==> src/hw/rtl/xbc_pkg.sv <==
`timescale 1ns / 1ps

package xbc_pkg;

	localparam int WORD_W   = 32;
	localparam int NUM_KEYS = 4;
	localparam int KIDX_W   = 2;
	localparam int CFG_IDX_W = 2;

	localparam logic [WORD_W-1:0] DELTA = 32'h9e37_79b9;

	// configuration register indexes
	localparam logic [CFG_IDX_W-1:0] REG_KEY_WORD_0 = 2'd0;
	localparam logic [CFG_IDX_W-1:0] REG_KEY_WORD_1 = 2'd1;
	localparam logic [CFG_IDX_W-1:0] REG_KEY_WORD_2 = 2'd2;
	localparam logic [CFG_IDX_W-1:0] REG_KEY_WORD_3 = 2'd3;

	localparam logic FUNC_ENCRYPT = 1'b0;
	localparam logic FUNC_DECRYPT = 1'b1;

	typedef struct packed {
		logic              func;
		logic [WORD_W-1:0] block_lo;
		logic [WORD_W-1:0] block_hi;
	} in_item_t;

	typedef struct packed {
		logic [WORD_W-1:0] result_lo;
		logic [WORD_W-1:0] result_hi;
	} out_item_t;

	typedef logic [NUM_KEYS-1:0][WORD_W-1:0] key_set_t;

	function automatic logic [WORD_W-1:0] mix(input logic [WORD_W-1:0] v);
		mix = ((v << 4) ^ (v >> 5)) + v;
	endfunction

endpackage

==> src/hw/rtl/xbc_stage.sv <==
`timescale 1ns / 1ps

// One half-round. The sum schedule is fixed per stage, so only the direction
// picks between two elaboration-time constants.
module xbc_stage import xbc_pkg::*; #(
	parameter int ROUNDS = 32,
	parameter int STAGE  = 0
) (
	input  logic     clk,
	input  logic     arst_n,
	input  key_set_t key,
	input  logic     in_vld,
	input  in_item_t in_blk,
	output logic     vld_s1,
	output in_item_t blk_s1
);

	localparam int RND = STAGE / 2;
	localparam bit ODD = (STAGE % 2) == 1;
	localparam int ENC_MULT = ODD ? RND + 1 : RND;
	localparam int DEC_MULT = ODD ? ROUNDS - RND - 1 : ROUNDS - RND;

	localparam logic [63:0] ENC_PROD = 64'(DELTA) * 64'(ENC_MULT);
	localparam logic [63:0] DEC_PROD = 64'(DELTA) * 64'(DEC_MULT);
	localparam logic [WORD_W-1:0] SUM_ENC = ENC_PROD[WORD_W-1:0];
	localparam logic [WORD_W-1:0] SUM_DEC = DEC_PROD[WORD_W-1:0];

	// first half of a round keys on sum[1:0] when encrypting, sum[12:11] when decrypting
	localparam logic [KIDX_W-1:0] KEY_ENC = ODD ? SUM_ENC[12:11] : SUM_ENC[1:0];
	localparam logic [KIDX_W-1:0] KEY_DEC = ODD ? SUM_DEC[1:0] : SUM_DEC[12:11];

	logic              dec;
	logic              upd_lo;
	logic [WORD_W-1:0] sum;
	logic [KIDX_W-1:0] kidx;
	logic [WORD_W-1:0] src;
	logic [WORD_W-1:0] dst;
	logic [WORD_W-1:0] tmix;
	logic [WORD_W-1:0] nv;

	always_comb begin
		dec    = (in_blk.func == FUNC_DECRYPT);
		sum    = dec ? SUM_DEC : SUM_ENC;
		kidx   = dec ? KEY_DEC : KEY_ENC;
		upd_lo = ODD ? dec : !dec;
		src    = upd_lo ? in_blk.block_hi : in_blk.block_lo;
		dst    = upd_lo ? in_blk.block_lo : in_blk.block_hi;
		tmix   = mix(src) ^ (sum + key[kidx]);
		nv     = dec ? dst - tmix : dst + tmix;
	end

	always_ff @(posedge clk or negedge arst_n) begin
		if (!arst_n) begin
			vld_s1 <= 1'b0;
		end else begin
			vld_s1 <= in_vld;
		end
	end

	always_ff @(posedge clk) begin
		blk_s1.func     <= in_blk.func;
		blk_s1.block_lo <= upd_lo ? nv : in_blk.block_lo;
		blk_s1.block_hi <= upd_lo ? in_blk.block_hi : nv;
	end

endmodule

==> config.mk <==
export PLATFORM = sky130hd
export DESIGN_NAME = xbc_stage
export DESIGN_NICKNAME = d
export VERILOG_FILES = /design/src/hw/rtl/xbc_pkg.sv /design/src/hw/rtl/xbc_stage.sv
export SDC_FILE = /design/constraint.sdc
export NUM_CORES = 1
export LEC_CHECK = 0
export BUFFER_PORTS_ARGS = -buffer_cell sky130_fd_sc_hd__buf_2
export CELL_PAD_IN_SITES_DETAIL_PLACEMENT = 2
export CELL_PAD_IN_SITES_GLOBAL_PLACEMENT = 2
export CORE_MARGIN = 4
export CORE_UTILIZATION = 33
export CTS_BUF_LIST = sky130_fd_sc_hd__clkbuf_4
export CTS_CLUSTER_SIZE = 40
export DETAILED_ROUTE_END_ITERATION = 12
export PLACE_DENSITY = 0.91
export SLEW_MARGIN = 25
export SYNTH_ARGS = -nofsm -noshare
export SYNTH_HDL_FRONTEND = slang
export SYNTH_SLANG_ARGS = --single-unit
==> constraint.sdc <==
create_clock -name clk -period 1.05 [get_ports clk]
set_input_delay 0.21 -clock clk [delete_from_list [all_inputs] [get_ports clk]]
set_output_delay 0.21 -clock clk [all_outputs]
set_load 0.005 [all_outputs]
==> reports/qor.csv, run 1 <==
stage;metric;value;unit
synth;most common cell in the synthesized netlist;nand2_1;
synth;EDFF count, synth;0;
clocking;Max Root-Sink Buffers;2;
clocking;post_cts resized;361;
clocking;Root Buffer;clkbuf_4;
synth;Synth Area per Inst;7.890;um^2
clocking;# clock sinks;66;
placed_design;Routability Congestion;0.9459;
placed_design;# port buffers;197;
synth;library cells used by synthesis;83;
synth;#FFs+latches synth;66;
clocking;H-tree depth;3;
placed_design;pre-CTS WS;-5.894;ns
synth;Synth Warn #;0;
die;row count;58;
synth;sequential fraction of the synthesis area;0.1539;
status;Err;[ERROR DPL-0033] detailed placement checks failed during check placement.;
die;chip height;169.6;um
clocking;cts hold-fix bufs;3;
synth;Most used DFF post-synth;dfxtp_1;
die;Die X;169.6;um
synth;area fraction of the dominant cell type after synthesis;0.1510;
synth;asr flop ratio synth;0.01515;
clocking;Num CTS Buffers;9;
synth;Synth area leader;dfxtp_1;
synth;mapped cell area;8616;um^2
die;boundary pin count;262;
synth;commonest cells in the netlist;nand2_1 (149), xnor2_1 (111), a21oi_1 (84);
status;Fail Step;clock tree synthesis;
clocking;number of setup buffers added after CTS;75;
die;Initial Util;0.3392;
synth;Cells after Synth;1092;
synth;Syn Nets;1371;
status;status;stopped before the end;
synth;synth top area cells;dfxtp_1 (15%), ha_1 (12%), xnor2_1 (11%);
placed_design;detailed-placement wirelength estimate;46.36;mm
-- stage by stage --
stage	cells	setup TNS, ns	instance area, um^2
3_5_place_dp	1952	-278.60	12940
2_1_floorplan	1092	-230.97	8972
3_3_place_gp	1952	-229.18	12940
-- cell families after synthesis --
kind of cell	synth area share
AND/OR/NAND/NOR	0.2083
adder cells (fa/ha/maj)	0.1223
XOR/XNOR	0.1751
AO/OA/AOI/OAI	0.2236
multiplexers	0.08728
buffers and inverters	0.02948
flip-flops	0.1539
==> inputs of run 2 (changes only) <==
==> config.mk (replaced) <==
export PLATFORM = sky130hd
export DESIGN_NAME = xbc_stage
export DESIGN_NICKNAME = d
export VERILOG_FILES = /design/src/hw/rtl/xbc_pkg.sv /design/src/hw/rtl/xbc_stage.sv
export SDC_FILE = /design/constraint.sdc
export NUM_CORES = 1
export LEC_CHECK = 0
export BUFFER_PORTS_ARGS = -buffer_cell sky130_fd_sc_hd__buf_2
export CORE_MARGIN = 4
export CORE_UTILIZATION = 30
export DETAILED_ROUTE_END_ITERATION = 12
export PLACE_DENSITY_LB_ADDON = 0.15
export SLEW_MARGIN = 25
export SYNTH_ARGS = -nofsm -noshare
export SYNTH_HDL_FRONTEND = slang
export SYNTH_SLANG_ARGS = --single-unit
==> reports/qor.csv, run 2 <==
stage;metric;value;unit;change
sta;Max-slew headroom;0.6384;;
pwr;Internal Power;21.69;mW;
routing;Routed wire per std cell;15.09;um;
sta;Final Hold Fails;0;;
synth;EDFF count, synth;0;;unchanged
synth;commonest cells in the netlist;nand2_1 (149), xnor2_1 (111), a21oi_1 (84);;unchanged
critical_path;critical path launch point type;input pin;;
critical_path;critical path type;in -> reg;;
clocking;Reg clk slew, reported paths;0.05;ns;
status;failing checks;setup timing;;
synth;Most used DFF post-synth;dfxtp_1;;unchanged
finish;most frequent cells in the layout;buf_4 (389), buf_2 (196), nand2_1 (131);;
clocking;Max Root-Sink Buffers;2;;unchanged
synth;Synth area leader;dfxtp_1;;unchanged
grt;Tot GR Track Use;0.1886;;
pwr;Sw Pwr;15.48;mW;
grt;global-route wire length before repair;48.02;mm;
pwr;Seq pwr share;0.109;;
sta;Final Setup Violations;64;;
finish;most common cell after layout, fill and taps aside;buf_4;;
synth;area fraction of the dominant cell type after synthesis;0.1510;;unchanged
clocking;H-tree depth;3;;unchanged
synth;Syn Nets;1371;;unchanged
routing;Via-to-Cell Ratio;4.729;;
clocking;Num CTS Buffers;9;;unchanged
pwr;VDD IR max;1081;uV;
sta;Worst-Margin Slew;0.5349;ns;
pwr;Comb power frac;0.812;;
critical_path;CP dominant cell by count;a21o_1;;
synth;synth top area cells;dfxtp_1 (15%), ha_1 (12%), xnor2_1 (11%);;unchanged
sta;Fin Hold WS;0.1017;ns;
die;row count;61;;was 58
synth;most common cell in the synthesized netlist;nand2_1;;unchanged
die;Initial Util;0.3068;;was 0.3392
flow_run;Max-cap violations;0;;
finish;Syn-to-layout area delta;76.79;%;
die;die footprint;31490;um^2;
finish;share of layout cells above drive strength 1;0.5491;;
synth;#FFs+latches synth;66;;unchanged
pwr;Lkg Pwr;7.510;nW;
critical_path;Critical Path AT;5.60;ns;
die;boundary pin count;262;;unchanged
pwr;Switching Fraction;0.4165;;
die;Die X;177.5;um;was 169.6 um
synth;Synth Warn #;0;;unchanged
placed_design;# port buffers;197;;unchanged
synth;Cells after Synth;1092;;unchanged
critical_path;Crit. End Element;flip-flop;;
sta;final worst-path cycle share;5.141;;
sta;Setup Total Neg Slack;-200.96;ns;
routing;1st-iter DRT viols;397;;
placed_design;Routability Congestion;0.8498;;was 0.9459
worst_hold_path;HP Class;in -> reg;;
routing;drt pass-1 iters;5;;
synth;Synth Area per Inst;7.890;um^2;unchanged
finish;biggest regs;blk_s1 x65, vld_s1 x1;;
finish;Biggest register;blk_s1;;
sta;final setup margin;-4.348;ns;
routing;# DRC;0;;
critical_path;Crit-path slowest cell;or4b_4;;
synth;asr flop ratio synth;0.01515;;unchanged
pwr;pwr/cell area;2441;nW/um^2;
finish;antenna fix cells;0;;
die;chip height;177.5;um;was 169.6 um
grt;maximum number of pins on one net before global-route repair;45;;
pwr;clock power share;0.079;;
grt;GRT overflow;0;;
placed_design;detailed-placement wirelength estimate;24.98;mm;was 46.36 mm
die;Core ar.;28090;um^2;
status;status;finished, violations left;;was stopped before the end
finish;Filler Cell Count;2688;;
synth;library cells used by synthesis;83;;unchanged
clocking;# clock sinks;66;;unchanged
critical_path;CP max FO;20;;
critical_path;slowest stage delay, CP;0.60;ns;
routing;via count;9832;;
clocking;Root Buffer;clkbuf_16;;was clkbuf_4
sta;max-slew violations;0;;
sta;fmax;185.3;MHz;
grt;vias in the first global route;9464;;
sta;RSZ-0062 raised after global routing;yes;;
synth;sequential fraction of the synthesis area;0.1539;;unchanged
pwr;Final Power;37.17;mW;
routing;remaining antenna violation count;0;;
finish;max FFs per register;65;;
sta;min cycle time layout;5.398;ns;
clocking;TritonCTS clock tree;done;;
critical_path;WP data required;1.26;ns;
finish;Nets;1976;;
synth;mapped cell area;8616;um^2;unchanged
routing;Final Routed Wirelength;31.38;mm;
grt;initial antenna violation count;0;;
run 2: cell counts after synthesis:
No cell type changed its count.
run 2: critical path, delay by kind of cell:
family,cells,cell delay [ns]
compound gates,13,2.18
simple gates,4,1.03
xor+xnor,5,0.79
buf+inv,5,0.73
fa+ha+maj,2,0.64
run 2: worst paths after layout:
path | cells after the start | endpoint | slack, ns | startpoint
max | 29 | blk_s1[63] | -4.35 | in_blk[64]
min | 3 | blk_s1[29] | 0.10 | in_blk[29]
max in group asynchronous | 2 | vld_s1 | 0.80 | arst_n
min in group asynchronous | 2 | vld_s1 | 0.17 | arst_n
run 2: power by group through the flow:
stage	registers (mW)	logic [mW]	clock network [mW]
5_1_grt	4.18	32.7	3.09
2_1_floorplan	4.34	13.6	0
3_5_place_dp	4.13	23.6	0
4_1_cts	4.08	26.6	3.01
3_3_place_gp	4.11	23.5	0
6_report	4.06	30.2	2.92
run 2: through the flow:
| step | utilization | worst slack [ns] | std cells | cell area, um^2 |
|---|---|---|---|---|
| after floorplan | - | -5.005 | 1092 | 8972 |
| after global placement | 0.4629 | -4.872 | 2003 | 13000 |
| after detailed placement | 0.4629 | -4.984 | 2003 | 13000 |
| after CTS | 0.5116 | -4.235 | 2062 | 14370 |
| after global routing | 0.5423 | -4.546 | 2079 | 15230 |
| final | 0.5423 | -4.348 | 2079 | 15230 |
run 2: what timing repair did:
action / in CTS / in global routing
resized for setup: 145 / 137
hold buffers: 2 / 0
endpoints found under the hold margin: 2 / 0
endpoints found under the setup margin: 64 / 65
buffers inserted: 41 / 22
cloned: 3 / 0
pin swaps: 100 / 121
run 2: final cells by class:
cell class                      count  area (um^2)  share of cell area
Inverter                           29        123.9            0.008132
Clock buffer                       11        232.7             0.01528
Timing Repair Buffer              629         4508              0.2960
Sequential cell                    66         1326             0.08707
Tap cell                          378        473.0             0.03105
Multi-Input combinational cell    962         8523              0.5596
Clock inverter                      4        45.04            0.002957
run 2: cell families after synthesis:
logic type	count (synthesis)	share of synthesized area
multiplexers	67	0.08728
AND/OR/NAND/NOR	359	0.2083
AO/OA/AOI/OAI	287	0.2236
buffers and inverters	64	0.02948
XOR/XNOR	166	0.1751
adder cells (fa/ha/maj)	83	0.1223
flip-flops	66	0.1539
run 2: layer usage:
layer	GRT usage	wire (um)	vias up
li1	-	-	5111
met5	0	0	-
met4	0.04189	520	0
met1	0.2813	15850	4504
met2	0.2935	13830	193
met3	0.01811	1181	24
Note: power is estimated with default switching activity, not from simulation.
==> inputs of run 3 (changes only) <==
--- a/config.mk
+++ b/config.mk
@@ -10,6 +10,7 @@
 export CORE_UTILIZATION = 30
 export DETAILED_ROUTE_END_ITERATION = 12
 export PLACE_DENSITY_LB_ADDON = 0.15
+export SKIP_CTS_REPAIR_TIMING = 1
 export SLEW_MARGIN = 25
 export SYNTH_ARGS = -nofsm -noshare
 export SYNTH_HDL_FRONTEND = slang
==> constraint.sdc (replaced) <==
create_clock -name clk -period 5.8 [get_ports clk]
set_input_delay 1.16 -clock clk [delete_from_list [all_inputs] [get_ports clk]]
set_output_delay 1.16 -clock clk [all_outputs]
set_load 0.005 [all_outputs]
==> reports/qor.csv, run 3 (synthesis results as in run 2) <==
stage;metric;value;unit;change
routing;# DRC;0;;unchanged
routing;drt pass-1 iters;5;;unchanged
routing;Routed wire per std cell;14.72;um;was 15.09 um
critical_path;Crit-path slowest cell;ha_1;;was or4b_4
sta;Max-slew headroom;0.5375;;was 0.6384
finish;Nets;1933;;was 1976
sta;fmax;161.9;MHz;
finish;Filler Cell Count;2777;;was 2688
placed_design;Routability Congestion;0.8607;;was 0.8498
sta;Final Hold Fails;0;;unchanged
critical_path;WP data required;6.02;ns;was 1.26 ns
finish;antenna fix cells;0;;unchanged
clocking;Max Root-Sink Buffers;2;;unchanged
finish;max FFs per register;65;;unchanged
clocking;Reg clk slew, reported paths;0.06;ns;was 0.05 ns
grt;GRT overflow;0;;unchanged
grt;initial antenna violation count;0;;unchanged
clocking;Num CTS Buffers;9;;unchanged
die;Die X;177.5;um;unchanged
sta;final worst-path cycle share;1.065;;
pwr;pwr/cell area;422.8;nW/um^2;was 2441 nW/um^2
clocking;TritonCTS clock tree;done;;unchanged
die;chip height;177.5;um;unchanged
status;status;finished, violations left;;unchanged
die;row count;61;;unchanged
pwr;VDD IR max;204.6;uV;was 1081 uV
grt;Tot GR Track Use;0.1790;;was 0.1886
critical_path;critical path type;in -> reg;;unchanged
sta;Final Setup Violations;16;;was 64
sta;final setup margin;-0.3771;ns;was -4.348 ns
finish;Biggest register;blk_s1;;unchanged
critical_path;CP dominant cell by count;a21o_1;;unchanged
grt;vias in the first global route;9208;;was 9464
die;die footprint;31490;um^2;unchanged
finish;most frequent cells in the layout;buf_4 (372), buf_2 (196), nand2_1 (139);;was buf_4 (389), buf_2 (196), nand2_1 (131)
critical_path;CP max FO;7;;was 20
finish;Syn-to-layout area delta;65.15;%;was 76.79%
finish;share of layout cells above drive strength 1;0.4925;;was 0.5491
clocking;Root Buffer;clkbuf_16;;unchanged
critical_path;critical path launch point type;input pin;;unchanged
finish;Post-Route Utilization;0.5066;;was 0.5423
clocking;H-tree depth;3;;unchanged
routing;1st-iter DRT viols;392;;was 397
pwr;Lkg Pwr;7.103;nW;was 7.510 nW
pwr;Final Power;6.016;mW;was 37.17 mW
routing;via count;9615;;was 9832
die;Initial Util;0.3068;;unchanged
routing;Via-to-Cell Ratio;4.720;;was 4.729
placed_design;# port buffers;197;;unchanged
critical_path;slowest stage delay, CP;0.36;ns;was 0.60 ns
critical_path;Crit. End Element;flip-flop;;unchanged
die;boundary pin count;262;;unchanged
clocking;# clock sinks;66;;unchanged
die;Core ar.;28090;um^2;unchanged
flow_run;Max-cap violations;0;;unchanged
grt;maximum number of pins on one net before global-route repair;31;;was 45
finish;biggest regs;blk_s1 x65, vld_s1 x1;;unchanged
sta;min cycle time layout;6.177;ns;
sta;max-slew violations;0;;unchanged
routing;remaining antenna violation count;0;;unchanged
sta;Worst-Margin Slew;0.6875;ns;was 0.5349 ns
sta;RSZ-0062 raised after global routing;yes;;unchanged
status;failing checks;setup timing;;unchanged
worst_hold_path;HP Class;in -> async;;was in -> reg
placed_design;detailed-placement wirelength estimate;24.73;mm;was 24.98 mm
routing;Final Routed Wirelength;29.99;mm;was 31.38 mm
finish;most common cell after layout, fill and taps aside;buf_4;;unchanged
critical_path;Critical Path AT;6.40;ns;was 5.60 ns
grt;global-route wire length before repair;45.89;mm;was 48.02 mm
[run 3: cell count changes in the layout (fill, tap and decap cells not counted), moves of 8 or more]
cell | before | now
buf_6 | 32 | 6
buf_4 | 389 | 372
xnor2_1 | 71 | 88
xnor2_2 | 33 | 20
a21oi_1 | 55 | 65
a21oi_2 | 28 | 18
nand2_1 | 131 | 139
nor2_1 | 49 | 57
[run 3: final timing paths]
check,start,to,slack [ns],depth (start not counted)
setup / recovery,in_blk[64],blk_s1[62],-0.38,29
hold / removal,arst_n,vld_s1,0.58,1
max in group asynchronous,arst_n,vld_s1,5.14,1
min in group clk,in_vld,vld_s1,0.93,1
[run 3: worst max-delay path, delay by kind of cell]
family	cells	cell delay, ns
compound gates	10	1.53
xor+xnor	4	0.62
fa+ha+maj	2	0.66
buf+inv	4	0.63
mux	3	0.80
simple gates	6	0.97
[run 3: report_power, final]
part           internal, mW  leakage (nW)  switching (mW)
clock                 0.299         0.131           0.208
combinational          2.52          6.41            2.26
sequential            0.687         0.560          0.0426
total                  3.51          7.10            2.51
[run 3: area by class of cell]
class                           count  area [um^2]  area share
Inverter                           29        111.4    0.007826
Clock buffer                       11        242.7     0.01706
Tap cell                          378        473.0     0.03324
Multi-Input combinational cell    962         7931      0.5574
Clock inverter                      5        30.03    0.002110
Sequential cell                    66         1326     0.09321
Timing Repair Buffer              586         4114      0.2891
[run 3: per-layer routing]
| metal | vias to the layer above | wire, um | track usage |
|---|---|---|---|
| li1 | 5042 | - | - |
| met4 | 0 | 356 | 0.03255 |
| met5 | - | 0 | 0 |
| met1 | 4348 | 15520 | 0.2720 |
| met3 | 27 | 1251 | 0.02152 |
| met2 | 198 | 12870 | 0.2725 |
[run 3: per-stage QoR]
stage | TNS (ns) | setup WS (ns) | instance area, um^2 | hold WS [ns] | instances
2_1_floorplan | -18.23 | -1.205 | 8880 | 0.8644 | 1092
5_1_grt | -9.160 | -0.6731 | 14230 | 0.5711 | 2037
3_5_place_dp | -23.94 | -1.245 | 12770 | 0.9364 | 1984
3_3_place_gp | -20.82 | -1.119 | 12770 | 0.9362 | 1984
4_1_cts | -13.13 | -0.8994 | 13040 | 0.5649 | 2000
6_report | -3.230 | -0.3771 | 14230 | 0.5822 | 2037
